**config.mk**
```make
export PLATFORM = sky130hd
export DESIGN_NAME = ring_packet_forwarder
export DESIGN_NICKNAME = d
export VERILOG_FILES = /design/src/rtl/rpf_pkg.sv /design/src/rtl/ring_packet_forwarder.sv /design/src/rtl/rpf_front.sv /design/src/rtl/rpf_queue.sv /design/src/rtl/rpf_back.sv
export SDC_FILE = /design/constraint.sdc
export NUM_CORES = 1
export LEC_CHECK = 0
export BUFFER_PORTS_ARGS = -buffer_cell sky130_fd_sc_hd__buf_2
export CORE_ASPECT_RATIO = 1.25
export CORE_UTILIZATION = 30
export DETAILED_ROUTE_END_ITERATION = 8
export HOLD_SLACK_MARGIN = 0.1
export PLACE_DENSITY_LB_ADDON = 0.05
export SLEW_MARGIN = 20
export SYNTH_ARGS = -nofsm -noshare
export SYNTH_HDL_FRONTEND = slang
export SYNTH_SLANG_ARGS = --single-unit
```
**constraint.sdc**
```tcl
create_clock -name clk -period 11.95 [get_ports clk]
set_input_delay 0.5975 -clock clk [delete_from_list [all_inputs] [get_ports clk]]
set_output_delay 0.5975 -clock clk [all_outputs]
set_load 0.05 [all_outputs]
```
**src/rtl/rpf_pkg.sv**
```systemverilog
// Shared types and constants of the ring packet forwarder.
package rpf_pkg;

  // Default widths handed to the top-level parameters
  localparam int unsigned DATA_WIDTH_DEF   = 64;
  localparam int unsigned NODE_ID_BITS_DEF = 32;

  // Fixed field widths
  localparam int unsigned LIMIT_W = 8;
  localparam int unsigned KEEP_W  = 8;
  localparam int unsigned DEST_W  = 8;
  localparam int unsigned COUNT_W = 10;

  // Reset and forced values
  localparam logic [LIMIT_W-1:0] SEND_LIMIT_RST = LIMIT_W'(32);
  localparam logic [COUNT_W-1:0] COUNT_MAX      = {COUNT_W{1'b1}};
  localparam logic [KEEP_W-1:0]  KEEP_ALL       = {KEEP_W{1'b1}};
  localparam logic [DEST_W-1:0]  FWD_DEST       = DEST_W'(1);

  // Entries in the queue between front and back
  localparam int unsigned QUEUE_DEPTH = 2;

  // What the back end does with one queued item
  typedef enum logic [1:0] {
    CLS_IDLE,   // nothing taken, result is all zero
    CLS_OWN,    // own packet returned: update copy only
    CLS_FWD,    // foreign packet: update copy and forward
    CLS_LOCAL   // local beat sent toward the ring
  } beat_cls_t;

  // Control part of a queued item
  typedef struct packed {
    beat_cls_t         cls;
    logic              last;
    logic [KEEP_W-1:0] keep;
    logic [DEST_W-1:0] dest;
  } beat_ctrl_t;

endpackage

```
**src/rtl/ring_packet_forwarder.sv**
```systemverilog
// Ring packet forwarder top level: front end, item queue and back end.
// An accepted item is written to a queue entry and then loaded into the output register, where its result is valid.
// Throughput: 1 item per cycle; in_stall rises only when the 2-entry queue is full,
//   which happens only while out_stall holds the output register.
// Reset: synchronous, active low; first-beat phase, node id all ones, in-flight count 0,
//   send limit 32, queue and output register empty.
module ring_packet_forwarder import rpf_pkg::*; #(
  parameter int unsigned DATA_WIDTH   = DATA_WIDTH_DEF,
  parameter int unsigned NODE_ID_BITS = NODE_ID_BITS_DEF
) (
  input  logic                  clk,
  input  logic                  rst_n,
  input  logic                  cfg_wr_en,
  input  logic [LIMIT_W-1:0]    cfg_wr_data,
  input  logic                  in_valid,
  output logic                  in_stall,
  input  logic                  in_net_valid,
  input  logic [DATA_WIDTH-1:0] in_net_data,
  input  logic                  in_net_last,
  input  logic [KEEP_W-1:0]     in_net_keep,
  input  logic [DEST_W-1:0]     in_net_dest,
  input  logic                  in_local_valid,
  input  logic [DATA_WIDTH-1:0] in_local_data,
  input  logic                  in_local_last,
  input  logic [KEEP_W-1:0]     in_local_keep,
  input  logic [DEST_W-1:0]     in_local_dest,
  output logic                  out_valid,
  input  logic                  out_stall,
  output logic                  out_net_taken,
  output logic                  out_local_taken,
  output logic                  out_update_valid,
  output logic [DATA_WIDTH-1:0] out_update_data,
  output logic                  out_update_last,
  output logic [KEEP_W-1:0]     out_update_keep,
  output logic [DEST_W-1:0]     out_update_dest,
  output logic                  out_out_valid,
  output logic [DATA_WIDTH-1:0] out_out_data,
  output logic                  out_out_last,
  output logic [KEEP_W-1:0]     out_out_keep,
  output logic [DEST_W-1:0]     out_out_dest
);

  logic                  push;
  beat_ctrl_t            push_ctrl;
  logic [DATA_WIDTH-1:0] push_data;
  logic                  pop;
  logic                  q_full;
  logic                  q_empty;
  beat_ctrl_t            head_ctrl;
  logic [DATA_WIDTH-1:0] head_data;

  // Accept and classify
  rpf_front #(
    .DATA_WIDTH   (DATA_WIDTH),
    .NODE_ID_BITS (NODE_ID_BITS)
  ) u_front (
    .clk            (clk),
    .rst_n          (rst_n),
    .cfg_wr_en      (cfg_wr_en),
    .cfg_wr_data    (cfg_wr_data),
    .in_valid       (in_valid),
    .in_stall       (in_stall),
    .in_net_valid   (in_net_valid),
    .in_net_data    (in_net_data),
    .in_net_last    (in_net_last),
    .in_net_keep    (in_net_keep),
    .in_net_dest    (in_net_dest),
    .in_local_valid (in_local_valid),
    .in_local_data  (in_local_data),
    .in_local_last  (in_local_last),
    .in_local_keep  (in_local_keep),
    .in_local_dest  (in_local_dest),
    .q_full         (q_full),
    .push           (push),
    .push_ctrl      (push_ctrl),
    .push_data      (push_data)
  );

  // Decoupling queue
  rpf_queue #(
    .DATA_WIDTH (DATA_WIDTH)
  ) u_queue (
    .clk       (clk),
    .rst_n     (rst_n),
    .push      (push),
    .push_ctrl (push_ctrl),
    .push_data (push_data),
    .pop       (pop),
    .full      (q_full),
    .empty     (q_empty),
    .head_ctrl (head_ctrl),
    .head_data (head_data)
  );

  // Format and deliver results
  rpf_back #(
    .DATA_WIDTH (DATA_WIDTH)
  ) u_back (
    .clk              (clk),
    .rst_n            (rst_n),
    .q_empty          (q_empty),
    .head_ctrl        (head_ctrl),
    .head_data        (head_data),
    .pop              (pop),
    .out_valid        (out_valid),
    .out_stall        (out_stall),
    .out_net_taken    (out_net_taken),
    .out_local_taken  (out_local_taken),
    .out_update_valid (out_update_valid),
    .out_update_data  (out_update_data),
    .out_update_last  (out_update_last),
    .out_update_keep  (out_update_keep),
    .out_update_dest  (out_update_dest),
    .out_out_valid    (out_out_valid),
    .out_out_data     (out_out_data),
    .out_out_last     (out_out_last),
    .out_out_keep     (out_out_keep),
    .out_out_dest     (out_out_dest)
  );

endmodule

```
**src/rtl/rpf_front.sv**
```systemverilog
// Front end: accepts items, runs the packet phase machine and classifies each item.
module rpf_front import rpf_pkg::*; #(
  parameter int unsigned DATA_WIDTH   = DATA_WIDTH_DEF,
  parameter int unsigned NODE_ID_BITS = NODE_ID_BITS_DEF
) (
  input  logic                  clk,
  input  logic                  rst_n,
  input  logic                  cfg_wr_en,
  input  logic [LIMIT_W-1:0]    cfg_wr_data,
  input  logic                  in_valid,
  output logic                  in_stall,
  input  logic                  in_net_valid,
  input  logic [DATA_WIDTH-1:0] in_net_data,
  input  logic                  in_net_last,
  input  logic [KEEP_W-1:0]     in_net_keep,
  input  logic [DEST_W-1:0]     in_net_dest,
  input  logic                  in_local_valid,
  input  logic [DATA_WIDTH-1:0] in_local_data,
  input  logic                  in_local_last,
  input  logic [KEEP_W-1:0]     in_local_keep,
  input  logic [DEST_W-1:0]     in_local_dest,
  input  logic                  q_full,
  output logic                  push,
  output beat_ctrl_t            push_ctrl,
  output logic [DATA_WIDTH-1:0] push_data
);

  typedef enum logic [1:0] {
    PH_FIRST,   // waiting for a first beat
    PH_SAME,    // rest of an own packet, dropped
    PH_OTHER,   // rest of a foreign packet, forwarded
    PH_SEND     // rest of a local packet being sent
  } phase_t;

  phase_t                  phase_r, phase_nxt;
  logic [NODE_ID_BITS-1:0] own_id_r, own_id_nxt;
  logic [COUNT_W-1:0]      count_r, count_nxt;
  logic [LIMIT_W-1:0]      send_limit_r;
  beat_cls_t               cls;
  logic                    accept;
  logic                    id_match;
  logic                    below_limit;

  assign in_stall    = q_full;
  assign accept      = in_valid && !q_full;
  assign push        = accept;
  assign id_match    = (in_net_data[NODE_ID_BITS-1:0] == own_id_r);
  assign below_limit = (count_r < {{(COUNT_W-LIMIT_W){1'b0}}, send_limit_r});

  // Classify the item and work out the next phase, id and count
  always_comb begin
    cls        = CLS_IDLE;
    phase_nxt  = phase_r;
    own_id_nxt = own_id_r;
    count_nxt  = count_r;
    case (phase_r)
      PH_FIRST: begin
        if (in_net_valid) begin
          if (id_match) begin
            cls       = CLS_OWN;
            phase_nxt = PH_SAME;
            if (count_r != '0) begin
              count_nxt = count_r - 1'b1;
            end
          end else begin
            cls       = CLS_FWD;
            phase_nxt = PH_OTHER;
          end
        end else if (in_local_valid && below_limit) begin
          cls        = CLS_LOCAL;
          phase_nxt  = PH_SEND;
          own_id_nxt = in_local_data[NODE_ID_BITS-1:0];
          if (count_r != COUNT_MAX) begin
            count_nxt = count_r + 1'b1;
          end
        end
      end
      PH_SAME: begin
        if (in_net_valid) begin
          cls = CLS_OWN;
          if (in_net_last) begin
            phase_nxt = PH_FIRST;
          end
        end
      end
      PH_OTHER: begin
        if (in_net_valid) begin
          cls = CLS_FWD;
          if (in_net_last) begin
            phase_nxt = PH_FIRST;
          end
        end
      end
      PH_SEND: begin
        if (in_local_valid) begin
          cls = CLS_LOCAL;
          if (in_local_last) begin
            phase_nxt = PH_FIRST;
          end
        end
      end
      default: begin
        phase_nxt = PH_FIRST;
      end
    endcase
  end

  // Payload of the queued item: the local beat when sending, else the network beat
  always_comb begin
    push_ctrl.cls = cls;
    if (cls == CLS_LOCAL) begin
      push_ctrl.last = in_local_last;
      push_ctrl.keep = in_local_keep;
      push_ctrl.dest = in_local_dest;
      push_data      = in_local_data;
    end else begin
      push_ctrl.last = in_net_last;
      push_ctrl.keep = in_net_keep;
      push_ctrl.dest = in_net_dest;
      push_data      = in_net_data;
    end
  end

  // Phase, node id, in-flight count and the send limit register
  always_ff @(posedge clk) begin
    if (!rst_n) begin
      phase_r      <= PH_FIRST;
      own_id_r     <= {NODE_ID_BITS{1'b1}};
      count_r      <= '0;
      send_limit_r <= SEND_LIMIT_RST;
    end else begin
      if (accept) begin
        phase_r  <= phase_nxt;
        own_id_r <= own_id_nxt;
        count_r  <= count_nxt;
      end
      if (cfg_wr_en) begin
        send_limit_r <= cfg_wr_data;
      end
    end
  end

`ifndef SYNTHESIS
  // A new local send raises the count by one unless it is saturated
  a_count_inc: assert property (@(posedge clk) disable iff (!rst_n)
    (accept && phase_r == PH_FIRST && cls == CLS_LOCAL && count_r != COUNT_MAX)
      |=> count_r == $past(count_r) + 1'b1)
    else $error("in-flight count did not rise on a local send");

  // While a local packet is being sent no network beat is taken
  a_send_excl: assert property (@(posedge clk) disable iff (!rst_n)
    (accept && phase_r == PH_SEND) |-> (cls == CLS_LOCAL || cls == CLS_IDLE))
    else $error("network beat taken during a local send");

  // A returned own first beat leads into the drop phase
  a_own_phase: assert property (@(posedge clk) disable iff (!rst_n)
    (accept && phase_r == PH_FIRST && cls == CLS_OWN) |=> phase_r == PH_SAME)
    else $error("own packet did not enter the drop phase");
`endif

endmodule

```
**src/rtl/rpf_queue.sv**
```systemverilog
// Short register queue between the front and back ends.
module rpf_queue import rpf_pkg::*; #(
  parameter int unsigned DATA_WIDTH = DATA_WIDTH_DEF
) (
  input  logic                  clk,
  input  logic                  rst_n,
  input  logic                  push,
  input  beat_ctrl_t            push_ctrl,
  input  logic [DATA_WIDTH-1:0] push_data,
  input  logic                  pop,
  output logic                  full,
  output logic                  empty,
  output beat_ctrl_t            head_ctrl,
  output logic [DATA_WIDTH-1:0] head_data
);

  localparam int unsigned PTR_W = (QUEUE_DEPTH > 1) ? $clog2(QUEUE_DEPTH) : 1;
  localparam int unsigned CNT_W = $clog2(QUEUE_DEPTH + 1);
  localparam logic [PTR_W-1:0] PTR_LAST  = PTR_W'(QUEUE_DEPTH - 1);
  localparam logic [CNT_W-1:0] CNT_DEPTH = CNT_W'(QUEUE_DEPTH);

  beat_ctrl_t            ctrl_q [QUEUE_DEPTH];
  logic [DATA_WIDTH-1:0] data_q [QUEUE_DEPTH];
  logic [PTR_W-1:0]      wr_ptr_r, wr_ptr_nxt;
  logic [PTR_W-1:0]      rd_ptr_r, rd_ptr_nxt;
  logic [CNT_W-1:0]      cnt_r, cnt_nxt;

  assign full      = (cnt_r == CNT_DEPTH);
  assign empty     = (cnt_r == '0);
  assign head_ctrl = ctrl_q[rd_ptr_r];
  assign head_data = data_q[rd_ptr_r];

  // Pointer and fill level updates
  always_comb begin
    wr_ptr_nxt = wr_ptr_r;
    rd_ptr_nxt = rd_ptr_r;
    cnt_nxt    = cnt_r;
    if (push) begin
      wr_ptr_nxt = (wr_ptr_r == PTR_LAST) ? '0 : wr_ptr_r + 1'b1;
    end
    if (pop) begin
      rd_ptr_nxt = (rd_ptr_r == PTR_LAST) ? '0 : rd_ptr_r + 1'b1;
    end
    if (push && !pop) begin
      cnt_nxt = cnt_r + 1'b1;
    end else if (pop && !push) begin
      cnt_nxt = cnt_r - 1'b1;
    end
  end

  always_ff @(posedge clk) begin
    if (!rst_n) begin
      wr_ptr_r <= '0;
      rd_ptr_r <= '0;
      cnt_r    <= '0;
    end else begin
      wr_ptr_r <= wr_ptr_nxt;
      rd_ptr_r <= rd_ptr_nxt;
      cnt_r    <= cnt_nxt;
    end
  end

  // Entry storage, no reset needed
  always_ff @(posedge clk) begin
    if (push) begin
      ctrl_q[wr_ptr_r] <= push_ctrl;
      data_q[wr_ptr_r] <= push_data;
    end
  end

`ifndef SYNTHESIS
  // Never popped while empty
  a_no_underflow: assert property (@(posedge clk) disable iff (!rst_n)
    pop |-> !empty)
    else $error("queue popped while empty");

  // Never pushed while full
  a_no_overflow: assert property (@(posedge clk) disable iff (!rst_n)
    push |-> !full)
    else $error("queue pushed while full");

  // Fill level tracks a lone push
  a_cnt_push: assert property (@(posedge clk) disable iff (!rst_n)
    (push && !pop) |=> cnt_r == $past(cnt_r) + 1'b1)
    else $error("queue fill level lost a push");
`endif

endmodule

```
**src/rtl/rpf_back.sv**
```systemverilog
// Back end: turns queued items into result fields and holds them in the output register.
module rpf_back import rpf_pkg::*; #(
  parameter int unsigned DATA_WIDTH = DATA_WIDTH_DEF
) (
  input  logic                  clk,
  input  logic                  rst_n,
  input  logic                  q_empty,
  input  beat_ctrl_t            head_ctrl,
  input  logic [DATA_WIDTH-1:0] head_data,
  output logic                  pop,
  output logic                  out_valid,
  input  logic                  out_stall,
  output logic                  out_net_taken,
  output logic                  out_local_taken,
  output logic                  out_update_valid,
  output logic [DATA_WIDTH-1:0] out_update_data,
  output logic                  out_update_last,
  output logic [KEEP_W-1:0]     out_update_keep,
  output logic [DEST_W-1:0]     out_update_dest,
  output logic                  out_out_valid,
  output logic [DATA_WIDTH-1:0] out_out_data,
  output logic                  out_out_last,
  output logic [KEEP_W-1:0]     out_out_keep,
  output logic [DEST_W-1:0]     out_out_dest
);

  logic                  valid_r, valid_nxt;
  logic                  net_taken_r, net_taken_nxt;
  logic                  local_taken_r, local_taken_nxt;
  logic                  upd_valid_r, upd_valid_nxt;
  logic [DATA_WIDTH-1:0] upd_data_r, upd_data_nxt;
  logic                  upd_last_r, upd_last_nxt;
  logic [KEEP_W-1:0]     upd_keep_r, upd_keep_nxt;
  logic [DEST_W-1:0]     upd_dest_r, upd_dest_nxt;
  logic                  ring_valid_r, ring_valid_nxt;
  logic [DATA_WIDTH-1:0] ring_data_r, ring_data_nxt;
  logic                  ring_last_r, ring_last_nxt;
  logic [KEEP_W-1:0]     ring_keep_r, ring_keep_nxt;
  logic [DEST_W-1:0]     ring_dest_r, ring_dest_nxt;
  logic                  load;

  // Load a new item whenever the output register is free or being taken
  assign load = !q_empty && (!valid_r || !out_stall);
  assign pop  = load;

  always_comb begin
    if (load) begin
      valid_nxt = 1'b1;
    end else if (!out_stall) begin
      valid_nxt = 1'b0;
    end else begin
      valid_nxt = valid_r;
    end
  end

  // Format the head item; unused ports stay zero
  always_comb begin
    net_taken_nxt   = 1'b0;
    local_taken_nxt = 1'b0;
    upd_valid_nxt   = 1'b0;
    upd_data_nxt    = '0;
    upd_last_nxt    = 1'b0;
    upd_keep_nxt    = '0;
    upd_dest_nxt    = '0;
    ring_valid_nxt  = 1'b0;
    ring_data_nxt   = '0;
    ring_last_nxt   = 1'b0;
    ring_keep_nxt   = '0;
    ring_dest_nxt   = '0;
    case (head_ctrl.cls)
      CLS_OWN, CLS_FWD: begin
        net_taken_nxt = 1'b1;
        upd_valid_nxt = 1'b1;
        upd_data_nxt  = head_data;
        upd_last_nxt  = head_ctrl.last;
        upd_keep_nxt  = head_ctrl.keep;
        upd_dest_nxt  = head_ctrl.dest;
        if (head_ctrl.cls == CLS_FWD) begin
          ring_valid_nxt = 1'b1;
          ring_data_nxt  = head_data;
          ring_last_nxt  = head_ctrl.last;
          ring_keep_nxt  = KEEP_ALL;
          ring_dest_nxt  = FWD_DEST;
        end
      end
      CLS_LOCAL: begin
        local_taken_nxt = 1'b1;
        ring_valid_nxt  = 1'b1;
        ring_data_nxt   = head_data;
        ring_last_nxt   = head_ctrl.last;
        ring_keep_nxt   = head_ctrl.keep;
        ring_dest_nxt   = head_ctrl.dest;
      end
      default: begin
        net_taken_nxt = 1'b0;
      end
    endcase
  end

  always_ff @(posedge clk) begin
    if (!rst_n) begin
      valid_r <= 1'b0;
    end else begin
      valid_r <= valid_nxt;
    end
  end

  // Result payload register
  always_ff @(posedge clk) begin
    if (load) begin
      net_taken_r   <= net_taken_nxt;
      local_taken_r <= local_taken_nxt;
      upd_valid_r   <= upd_valid_nxt;
      upd_data_r    <= upd_data_nxt;
      upd_last_r    <= upd_last_nxt;
      upd_keep_r    <= upd_keep_nxt;
      upd_dest_r    <= upd_dest_nxt;
      ring_valid_r  <= ring_valid_nxt;
      ring_data_r   <= ring_data_nxt;
      ring_last_r   <= ring_last_nxt;
      ring_keep_r   <= ring_keep_nxt;
      ring_dest_r   <= ring_dest_nxt;
    end
  end

  assign out_valid        = valid_r;
  assign out_net_taken    = net_taken_r;
  assign out_local_taken  = local_taken_r;
  assign out_update_valid = upd_valid_r;
  assign out_update_data  = upd_data_r;
  assign out_update_last  = upd_last_r;
  assign out_update_keep  = upd_keep_r;
  assign out_update_dest  = upd_dest_r;
  assign out_out_valid    = ring_valid_r;
  assign out_out_data     = ring_data_r;
  assign out_out_last     = ring_last_r;
  assign out_out_keep     = ring_keep_r;
  assign out_out_dest     = ring_dest_r;

endmodule

```
* Word-level counts from Yosys, hierarchy flattened
Memory sizes are Yosys's and may differ from the RTL's. A register that Yosys moved wholly into a read port is not among the register bits. Cells that the tools add are included.
Storage, ports and cells: memories kept 2, input port bits 177, word-level logic and storage cells 115, memory bits (writable) 166, output and inout bits 168, flip-flop bits (word level) 222
Cells by class: eq/ne operators 18, add/sub/neg operators 6, bitwise logic cells 1, reduce and logical (&&, ||, !) cells 23, magnitude comparators 1, mux-type cells 45
Memory list:
- u_queue.data_q | depth 2, width 64, rd ports 1, clocked after memory_dff 1, wr ports 1, line rpf_queue.sv:23 | logic [DATA_WIDTH-1:0] data_q [QUEUE_DEPTH];
- u_queue.ctrl_q | depth 2, width 19, rd ports 1, clocked after memory_dff 1, wr ports 1, line rpf_queue.sv:22 | beat_ctrl_t ctrl_q [QUEUE_DEPTH];
Operator list (count):
- $mux 64 | 2
- $pmux 64 s2 | 1
- $mux 10 | 5
- $eq 32x32->1 | 1
- $pmux 8 s2 | 2
- $mux 2 | 13
- $mux 17 | 1
- $mux 1 | 16
- $eq 2x2->1 const B | 6
- $reduce_and 6->1 | 2
- $add 10x1->10 const B | 1
- $lt 10x8->1 | 1
- $ne 10x10->1 const B | 1
- $ne 2x1->1 const B | 5
- $reduce_bool 10->1 | 1
- $sub 10x1->10 const B | 1
- $mux 8 | 1
- $pmux 2 s4 | 1
- $logic_not 1->1 | 6
- $pmux 2 s3 | 1
- $reduce_bool 2->1 | 3
- $logic_and 1x1->1 | 5
- $eq 2x1->1 const B | 2
- $logic_not 2->1 | 2
- other kinds (10) | 14

* Longest topological paths before layout
Gate-level depths: netlist of run 1.
depth after elaboration 7, depth in mapped cells 11, depth with buffers taken out 9

* Modules after synthesis
A second synthesis of run 1 with hierarchy kept.
Second synthesis, totals: cells, all modules 1095, area total of the unflattened synthesis 16414.5 µm²
By module, submodules not included:
- rpf_back | sequential area each 4974.8 µm², area an instance 6234.7 µm², instances 1, cells each 360
- rpf_queue | sequential area each 5084.9 µm², area an instance 6229.7 µm², instances 1, cells each 280
- rpf_front | sequential area each 1041.0 µm², area an instance 3950.0 µm², instances 1, cells each 455

* Worst setup path after synthesis of run 1
OpenSTA, ideal clock, no wires.
path type input-to-reg, start input in_valid, end memory u_queue.ctrl_q[0][0] in the netlist's numbering, enable pin, data required time 11425 ps, arrival time 4162 ps, setup time 525 ps, cell stages on the path 2, path slack 7263 ps, cell sequence nand2_1 > nor2_1
On the way: cells in the longest elaborated chain, start to end 3
Ends and longest elaborated chain:
- from (decl) | line ring_packet_forwarder.sv:15 | input logic in_valid,
- $logic_and 1x1->1 | line rpf_front.sv:45 | assign accept = in_valid && !q_full;
- $mux 1 | line rpf_queue.sv:65 | if (push) begin
- $mux 1 (not written as such) | line rpf_queue.sv:66 | ctrl_q[wr_ptr_r] <= push_ctrl;
- to (decl) | line rpf_queue.sv:22
No other way between the ends.

==> summary.md, run 1 <==
| Metric | Value |
|---|---|
| Run status | completed |
| Met1 Routed Length | 17500 µm |
| Crit-path slowest cell | buf_4 |
| GRT overflow | 0 |
| CTS H-tree depth | 2 |
| Multi-input gate area | 0.00465 mm² |
| WS Path Type | reg2reg |
| IO buf count | 344 |
| Metal3 WL | 2720 µm |
| TritonRoute pass-1 iters | 4 |
| Syn-to-layout area delta | 23.0% |
| Later-pin clock latency in the skew report | 0.55 ns |
| Fill cells | 5141 |
| Arrival time worst endpoint | 3.76 ns |
| Layout cells sized above 1 | 0.297 |
| Die height | 261 µm |
| Async SR Flop Fraction | 0 |
| Crit path capture type | flop |
| All-layer global routing usage | 0.150 |
| Clock slew at reported path FFs | 0.06 ns |
| Routed length per instance | 19.6 µm |
| F_max | 288 MHz |
| DRC Markers | 0 |
| Core Rows | 94 |
| Post-CTS Setup Inserts | 0 |
| First-pass GRT wire length | 60700 µm |
| Die area | 0.0546 mm² |
| ANT nets after route | 0 |
| Final period utilization | 0.290 |
| Delay-heaviest family, CP | buffers and inverters |
| Routability cong. | 0.727 |
| Worst VDD drop | 0.244 mV |
| Area contributors post-synth | edfxtp_1, mux2i_1, dfxtp_1 |
| CP Launch Type | flop |
| Final setup fails | 0 |
| Initial antenna violation count | 17 |
| Setup_tns | 0 ns |
| Post_cts resized | 0 |
| Post-layout min period | 3.47 ns |
| Final Skew | 0.0144 ns |
| Via count | 9429 |
| Largest net degree at the start of global routing | 97 |
| Worst Path Buf+Inv | 2 |
| CP max stage delay | 0.65 ns |
| Prevailing post-synth register cell | edfxtp_1 |
| Post-Syn Area | 0.0161 mm² |
| DRT iter0 DRCs | 337 |
| Pleak | 7.50 nW |
| Cell variety after synth | 48 |
| Synth warn | 0 |
| Worst slew pin tran | 0.992 ns |
| Post-DP HPWL | 27600 µm |
| Pwr/cell area | 303 mW/mm² |
| Critical path cell sequence | ha_1, o211ai_1, o31ai_2, a21oi_4, a21oi_4, buf_4, buf_4, mux2_2 |
| Nets | 1608 |
| WL met2 | 20300 µm |
| Number of max-cap violations | 0 |
| Clock Tree Root | clkbuf_16 |
| Worst hold-check path type | in2reg |
| Final wirelength | 41500 µm |
| Register area | 0.0111 mm² |
| Final Hold Fails | 0 |
| Dominant cell type by area after synthesis | edfxtp_1 |
| TritonCTS buffer count | 43 |
| Initial Util | 0.305 |
| Seq/Total Area, Yosys | 0.690 |
| Core Region | 0.0528 mm² |
| Clock sinks | 389 |
| Synth Instances | 1055 |
| IO Pins | 345 |
| Leading cell types in the layout, fill and taps excluded | buf_2, edfxtp_1, mux2i_1 |
| DR top layer | met5 |
| CTS Buffer Depth | 3 |
| EDFF count, synth | 331 |
| Vias in the first global route | 9784 |
| Power Total | 6.00 mW |
| TritonCTS clock tree | done |
| Syn nets | 1257 |
| Top-area cell type share of the netlist area | 0.617 |
| CP required | 12.24 ns |
| Die span in x | 209 µm |
| Crit Path Max Fanout | 43 |
| Drt via density | 4.46 |
| Max-slew headroom | 0.339 |
| Cts hold-fix bufs | 0 |
| Avg Cell Area, Syn | 15.3 µm² |
| Most common cell after layout, fill and taps aside | buf_2 |
| RSZ-0062 raised after global routing | no |
| Layout Utilization | 0.375 |
| Count of pins over their slew limit | 0 |
| #FFs+latches synth | 389 |
[area by class of cell]
type                    instances  area share
diodes                          5    0.000632
well taps                     672      0.0425
multi-input cells             599       0.235
clock inverters                23     0.00942
clock buffers                  54      0.0569
repair buffers                354      0.0908
inverters                      19     0.00386
flip-flops and latches        389       0.561
[registers in the layout, indices dropped and copies added (netlist names), 2 cells and up, named ones only]
| register | flops |
|---|---|
| u_queue.data_q | 128 |
| u_back.out_out_data | 64 |
| u_back.out_update_data | 64 |
| u_queue.ctrl_q | 38 |
| u_front.own_id_r | 32 |
| u_front.count_r | 10 |
| u_back.out_out_dest | 8 |
| u_back.out_out_keep | 8 |
| u_back.out_update_dest | 8 |
| u_back.out_update_keep | 8 |
| u_front.send_limit_r | 8 |
| u_front.phase_r | 2 |
| u_queue.cnt_r | 2 |
[per-layer routing]
| metal | global-route usage | up-vias |
|---|---|---|
| met1 | 0.179 | 4526 |
| met3 | 0.0460 | 76 |
| li1 | - | 4555 |
| met5 | 0 | - |
| met2 | 0.258 | 250 |
| met4 | 0.0447 | 22 |
[kinds of logic (layout without fill, tap and decap cells)]
family | count (synthesis) | in the layout | synth area share
flip-flops | 389 | 389 | 0.690
multiplexers | 212 | 212 | 0.138
AO/OA/AOI/OAI | 51 | 51 | 0.0230
buffers and inverters | 67 | 450 | 0.0232
adder cells (fa/ha/maj) | 25 | 25 | 0.0199
XOR/XNOR | 44 | 44 | 0.0239
other | 0 | 5 | 0
AND/OR/NAND/NOR | 267 | 267 | 0.0821
[worst min-delay path, stage by stage]
cell     delay (ns)
buf_2          0.08
mux2i_1        0.06
nand2_1        0.06
[metrics by stage]
stage               worst slack, ns  area, µm²  cells  hold WS [ns]
floorplan                      7.26      16100   1055         0.460
global placement               8.34      18500   2033         0.475
detailed placement             8.30      18500   2033         0.480
CTS                            8.30      19800   2110         0.230
global route                   8.12      19800   2113         0.252
finish                         8.48      19800   2115         0.274
[report_power, final]
part | internal (mW) | leakage, nW | switching (mW) | total, mW
registers | 2.12 | 3.64 | 0.155 | 2.28
logic | 0.589 | 3.21 | 1.86 | 2.45
clock network | 0.732 | 0.650 | 0.536 | 1.27
[synth_stat cells (17+ instances only)]
library cell    n
mux2_1         80
xor2_1         35
nand2_1        47
o21ai_0        17
nor2b_1        89
mux2i_1       129
ha_1           24
inv_1          18
edfxtp_1      331
clkbuf_1       25
dfxtp_1        58
nor2_1         92
[final timing paths]
path	from	end	slack (ns)	cells past startpoint
worst max-delay path	u_front.count_r[5]$_SDFFE_PN0P_	u_queue.ctrl_q[1][16]$_DFFE_PP_	8.48	8
worst min-delay path	in_local_data[5]	u_front.own_id_r[5]$_SDFFE_PN1P_	0.27	3
worst max register to register	u_front.count_r[5]$_SDFFE_PN0P_	u_queue.ctrl_q[1][16]$_DFFE_PP_	8.48	8
worst min register to register	u_front.own_id_r[11]$_SDFFE_PN1P_	u_front.own_id_r[11]$_SDFFE_PN1P_	0.49	2
No activity file was read; power rests on OpenSTA's default activity.
==> run 2, diff against run 1 <==
Clock period 11.95 ns to 2.85 ns, I/O delays scaled along.
==> summary.md, run 2 (same netlist as run 1, synthesis figures left out) <==
| Metric | Value |
|---|---|
| Die height | 261 µm (unchanged) |
| Critical path cell sequence | inv_1, ha_1, or4b_4, a2111oi_4, o31ai_4, a21oi_4, a21oi_4, buf_12, clkbuf_16, mux2_1 |
| Post-route setup slack | 0.109 ns (-8.37 ns) |
| Worst hold-check path type | in2reg |
| Layout cells sized above 1 | 0.278 (-0.0189) |
| DP Worst Slack | 0.0620 ns (-8.24 ns) |
| GRT overflow | 0 (unchanged) |
| Most common cell after layout, fill and taps aside | buf_2 |
| CTS H-tree depth | 2 (unchanged) |
| Final Hold Fails | 0 (unchanged) |
| Layout Utilization | 0.421 (+0.0462) |
| Leading cell types in the layout, fill and taps excluded | buf_2, edfxtp_1, dlygate4sd3_1 |
| Initial antenna violation count | 3 (-14) |
| Drt via density | 4.46 (about the same) |
| TritonRoute pass-1 iters | 4 (unchanged) |
| TritonCTS clock tree | done |
| Worst VDD drop | 0.593 mV (+140%) |
| Final period utilization | 0.962 (+0.671) |
| Largest net degree at the start of global routing | 83 (-14%) |
| Crit path capture type | flop |
| Setup_tns | 0 ns (unchanged) |
| WS Path Type | reg2reg |
| CP required | 3.15 ns (-9.09 ns) |
| Reg2Reg Depth | 10 (+2) |
| Pleak | 8.56 nW (+14%) |
| Delay-heaviest family, CP | compound AO/OA/AOI/OAI gates |
| Clock sinks | 389 (unchanged) |
| Routability cong. | 0.736 (+1.2%) |
| Crit Path Max Fanout | 10 (-77%) |
| Final wirelength | 45700 µm (+10%) |
| First-pass GRT wire length | 66000 µm (+8.7%) |
| Via count | 10390 (+10%) |
| Die span in x | 209 µm (unchanged) |
| CP most frequent cell | a21oi_4 |
| Final Non-Filler Cells | 2332 (+10%) |
| Core Region | 0.0528 mm² (unchanged) |
| Count of pins over their slew limit | 0 (unchanged) |
| Arrival time worst endpoint | 3.04 ns (-0.72 ns) |
| Max-slew headroom | 0.339 (about the same) |
| Worst hold slack | 0.146 ns (-0.128 ns) |
| Syn-to-layout area delta | 38.2% |
| Die area | 0.0546 mm² (unchanged) |
| ANT nets after route | 0 (unchanged) |
| Run status | completed |
| Post-layout min period | 2.74 ns (-0.728 ns) |
| Levels on crit path | 10 (+2) |
| IO Pins | 345 (unchanged) |
| DRC Markers | 0 (unchanged) |
| Most flops, register | u_queue.data_q |
| Fill cells | 4926 (-4.2%) |
| Post-DP HPWL | 28800 µm (+4.4%) |
| F_max | 365 MHz (+27%) |
| Nets | 1825 (+13%) |
| Max FFs per register | 128 (unchanged) |
| CTS Buffer Depth | 3 (unchanged) |
| Routed length per instance | 19.6 µm (about the same) |
| TritonCTS buffer count | 44 (+2.3%) |
| Hold path depth | 4 (+1) |
| Later-pin clock latency in the skew report | 0.57 ns (+0.02 ns) |
| Placed cells | 2052 (+0.93%) |
| Final setup fails | 0 (unchanged) |
| IO buf count | 344 (unchanged) |
| Crit-path slowest cell | or4b_4 |
| Number of max-cap violations | 0 (unchanged) |
| Initial Util | 0.305 (unchanged) |
| Vias in the first global route | 11031 (+13%) |
| DRT iter0 DRCs | 491 (+46%) |
| Clock Tree Root | clkbuf_16 |
| All-layer global routing usage | 0.161 (+0.0112) |
| Pwr/cell area | 1180 mW/mm² (+290%) |
| CP max stage delay | 0.49 ns (-0.16 ns) |
| Worst Path Buf+Inv | 3 (+1) |
| Worst slew pin tran | 0.992 ns (-0.00000346 ns) |
| Clock slew at reported path FFs | 0.06 ns (about the same) |
| Core Rows | 94 (unchanged) |
| CP Launch Type | flop |
| Final Skew | 0.0234 ns (+0.00901 ns) |
[run 2: path summary, 6_finish.rpt]
check                                  startpoint                           endpoint  slack (ns)
min reg2reg     u_front.own_id_r[30]$_SDFFE_PN1P_  u_front.own_id_r[30]$_SDFFE_PN1P_        0.49
min                                      in_valid      u_queue.wr_ptr_r$_SDFFE_PN0P_        0.15
max reg2reg  u_front.send_limit_r[7]$_SDFFE_PN0P_    u_queue.data_q[1][58]$_DFFE_PP_        0.11
max          u_front.send_limit_r[7]$_SDFFE_PN0P_    u_queue.data_q[1][58]$_DFFE_PP_        0.11
[run 2: layout make-up]
cell class	instances	area [µm²]	area share
diodes	2	5.00	0.000225
clock buffers	63	1240	0.0560
clock inverters	18	138	0.00619
inverters	19	75.1	0.00338
multi-input cells	599	4680	0.210
flip-flops and latches	389	11100	0.500
well taps	672	841	0.0378
repair buffers	570	4150	0.187
[run 2: timing repair]
item,CTS,global route
gates resized for setup,0,6
buffers inserted,0,2
hold endpoints to repair,208,0
hold buffers,187,0
setup endpoints to repair,0,189
[run 2: layer usage]
layer / global-route usage / wire [µm]
met1: 0.199 / 20000
met4: 0.0435 / 847
met3: 0.0313 / 2050
met5: 0 / 0
met2: 0.286 / 22800
[run 2: metrics by stage]
step / cell area [µm²] / total power, mW
2_1_floorplan: 16100 / 17.4
3_3_place_gp: 18800 / 20.5
3_5_place_dp: 18800 / 20.6
4_1_cts: 22000 / 26.4
5_1_grt: 22200 / 27.5
6_report: 22200 / 26.2
[run 2: worst register-to-register path, cell delays in order, from the launching register on]
cell	delay (ns)
dfxtp_1	0.32
inv_1	0.04
ha_1	0.18
or4b_4	0.49
a2111oi_4	0.26
o31ai_4	0.15
a21oi_4	0.23
a21oi_4	0.10
buf_12	0.17
clkbuf_16	0.19
mux2_1	0.35
[run 2: report_power, final]
group | switching (mW) | internal (mW)
sequential | 0.474 | 8.87
clock | 2.29 | 3.21
combinational | 8.28 | 3.09
==> run 3, diff against run 2 <==
Settings changed: CORE_UTILIZATION 30 to 49.
Clock period 2.85 ns to 2.5 ns, I/O delays scaled along.
==> summary.md, run 3 (same netlist as run 1, synthesis figures left out) <==
| Metric | Value |
|---|---|
| Routability cong. | 0.815 (+11%) |
| Post-layout min period | 2.62 ns (-0.122 ns) |
| Final Skew | 0.0164 ns (-0.00701 ns) |
| ANT nets after route | 0 (unchanged) |
| CTS Buffer Depth | 3 (unchanged) |
| Core Rows | 73 (-22%) |
| Failing checks | negative setup slack |
| First-pass GRT wire length | 59100 µm (-10%) |
| Die span in x | 164 µm (-22%) |
| Crit-path slowest cell | or4b_4 |
| WS Path Type | reg2reg |
| Final period utilization | 1.05 (+0.0858) |
| Arrival time worst endpoint | 2.89 ns (-0.15 ns) |
| Pwr/cell area | 1320 mW/mm² (+12%) |
| Crit path capture type | flop |
| Critical path cell sequence | inv_2, ha_2, or4b_4, a2111oi_4, o31ai_4, a21oi_4, a21oi_4, buf_12, clkbuf_16, mux2_4 |
| Die area | 0.0336 mm² (-38%) |
| Sequential share of power | 0.364 (+0.008) |
| Worst slew pin tran | 0.890 ns (-0.102 ns) |
| Most flops, register | u_queue.data_q |
| All-layer global routing usage | 0.234 (+0.0726) |
| Later-pin clock latency in the skew report | 0.53 ns (-0.04 ns) |
| Max-slew headroom | 0.407 (+0.0677) |
| Final setup fails | 187 (+187) |
| Run status | complete, but fails checks |
| DRC Markers | 0 (unchanged) |
| Clock sinks | 389 (unchanged) |
| TritonCTS clock tree | done |
| TritonCTS buffer count | 39 (-11%) |
| Via count | 10585 (+1.9%) |
| Routed length per instance | 19.2 µm (-1.7%) |
| Initial antenna violation count | 1 (-2) |
| IO buf count | 344 (unchanged) |
| Final wirelength | 39800 µm (-13%) |
| CP max stage delay | 0.50 ns (about the same) |
| CP required | 2.77 ns (-0.38 ns) |
| Max FFs per register | 128 (unchanged) |
| Worst hold-check path type | in2reg |
| Internal power | 17.1 mW (+13%) |
| Post-DP HPWL | 25100 µm (-13%) |
| Pleak | 8.90 nW (+3.9%) |
| Switching pwr | 12.1 mW (+9.6%) |
| Nets | 1830 (+0.27%) |
| Syn-to-layout area delta | 37.5% |
| Worst hold slack | 0.139 ns (-0.00722 ns) |
| Count of pins over their slew limit | 0 (unchanged) |
| Vias in the first global route | 10825 (-1.9%) |
| Logic pwr share | 0.444 (+0.010) |
| Most common cell after layout, fill and taps aside | buf_2 |
| Drt via density | 5.12 (+15%) |
| GRT overflow | 0 (unchanged) |
| Sw Share | 0.414 (-0.00731) |
| Leading cell types in the layout, fill and taps excluded | buf_2, edfxtp_1, dlygate4sd3_1 |
| Crit Path Max Fanout | 9 (-1) |
| CP Launch Type | flop |
| CP most frequent cell | a21oi_4 |
| RSZ-0062 raised after global routing | yes |
| Setup_tns | -14.88 ns (-14.88 ns) |
| TritonRoute pass-1 iters | 5 (+1) |
| Clock slew at reported path FFs | 0.06 ns (about the same) |
| Number of max-cap violations | 0 (unchanged) |
| F_max | 382 MHz (+4.7%) |
| Final Hold Fails | 0 (unchanged) |
| Worst VDD drop | 1.12 mV (+88%) |
| CTS H-tree depth | 2 (unchanged) |
| Largest net degree at the start of global routing | 92 (+11%) |
| Clock Tree Root | clkbuf_16 |
| Layout cells sized above 1 | 0.337 (+0.0593) |
| Die height | 205 µm (-22%) |
| Post-route setup slack | -0.119 ns (-0.228 ns) |
| DRT iter0 DRCs | 743 (+51%) |
| Clock share of power | 0.192 (-0.018) |
| Initial Util | 0.502 (+0.197) |
| Core Region | 0.0321 mm² (-39%) |
| IO Pins | 345 (unchanged) |
-- run 3: changes by cell type in the layout (fill, tap and decap cells not counted), sizes merged --
cell         change
clkinv           -8
bufinv           -1
diode            -1
buf             +18
dlygate4sd3      -5
clkbuf           -8
-- run 3: cell type report --
class | count | area (µm²)
clock inverters | 9 | 71.3
well taps | 412 | 515
repair buffers | 580 | 4250
clock buffers | 58 | 1150
inverters | 19 | 75.1
diodes | 1 | 2.50
fillers | 2262 | 9920
flip-flops and latches | 389 | 11100
multi-input cells | 599 | 4970
-- run 3: through the flow --
| stage | instances | setup WS [ns] | util | total power [mW] | instance area, µm² |
|---|---|---|---|---|---|
| floorplan | 1055 | -1.02 | - | 19.4 | 16100 |
| global placement | 1807 | -0.272 | 0.578 | 22.8 | 18500 |
| detailed placement | 1807 | -0.330 | 0.578 | 23.0 | 18500 |
| CTS | 2064 | -0.103 | 0.687 | 29.3 | 22000 |
| global route | 2066 | -0.223 | 0.690 | 30.5 | 22100 |
| finish | 2067 | -0.119 | 0.691 | 29.2 | 22100 |
-- run 3: path summary, 6_finish.rpt --
| kind | startpoint | cells past startpoint | end | slack (ns) |
|---|---|---|---|---|
| worst max-delay path | u_front.send_limit_r[7]$_SDFFE_PN0P_ | 10 | u_queue.data_q[0][3]$_DFFE_PP_ | -0.12 |
| worst min-delay path | in_valid | 4 | u_queue.wr_ptr_r$_SDFFE_PN0P_ | 0.14 |
| worst max register to register | u_front.send_limit_r[7]$_SDFFE_PN0P_ | 10 | u_queue.data_q[0][3]$_DFFE_PP_ | -0.12 |
| worst min register to register | u_front.own_id_r[13]$_SDFFE_PN1P_ | 2 | u_front.own_id_r[13]$_SDFFE_PN1P_ | 0.49 |
-- run 3: critical path, delay by kind of cell (launching register included) --
kind / cells / cell delay (ns)
simple gates: 1 / 0.50
buf+inv: 3 / 0.38
mux: 1 / 0.31
flops: 1 / 0.33
compound gates: 4 / 0.68
fa+ha+maj: 1 / 0.16
-- run 3: layer usage --
layer  wire length (µm)  part of all wire  GRT usage  vias up
li1                   -                 -          -     4995
met1              16300              0.41      0.287     5187
met2              20300              0.51      0.413      333
met3               2210             0.055     0.0411       68
met4               1020             0.026     0.0764        2
met5                 15           0.00038          0        -
-- run 3: what timing repair did --
action / 4_1_cts / 5_1_grt
resized for setup: 85 / 18
hold buffers: 182 / 0
setup buffers: 5 / 0
hold endpoints to repair: 205 / 0
setup endpoints to repair: 195 / 206
pin swaps: 1 / 2
gates cloned: 3 / 2
-- run 3: power groups by stage --
stage          logic, mW  registers, mW  clock network (mW)
2_1_floorplan       3.73           15.7                   0
3_3_place_gp        12.1           10.7                   0
3_5_place_dp        12.2           10.8                   0
4_1_cts             12.9           10.7                5.74
5_1_grt             13.7           10.8                5.96
6_report            13.0           10.7                5.61
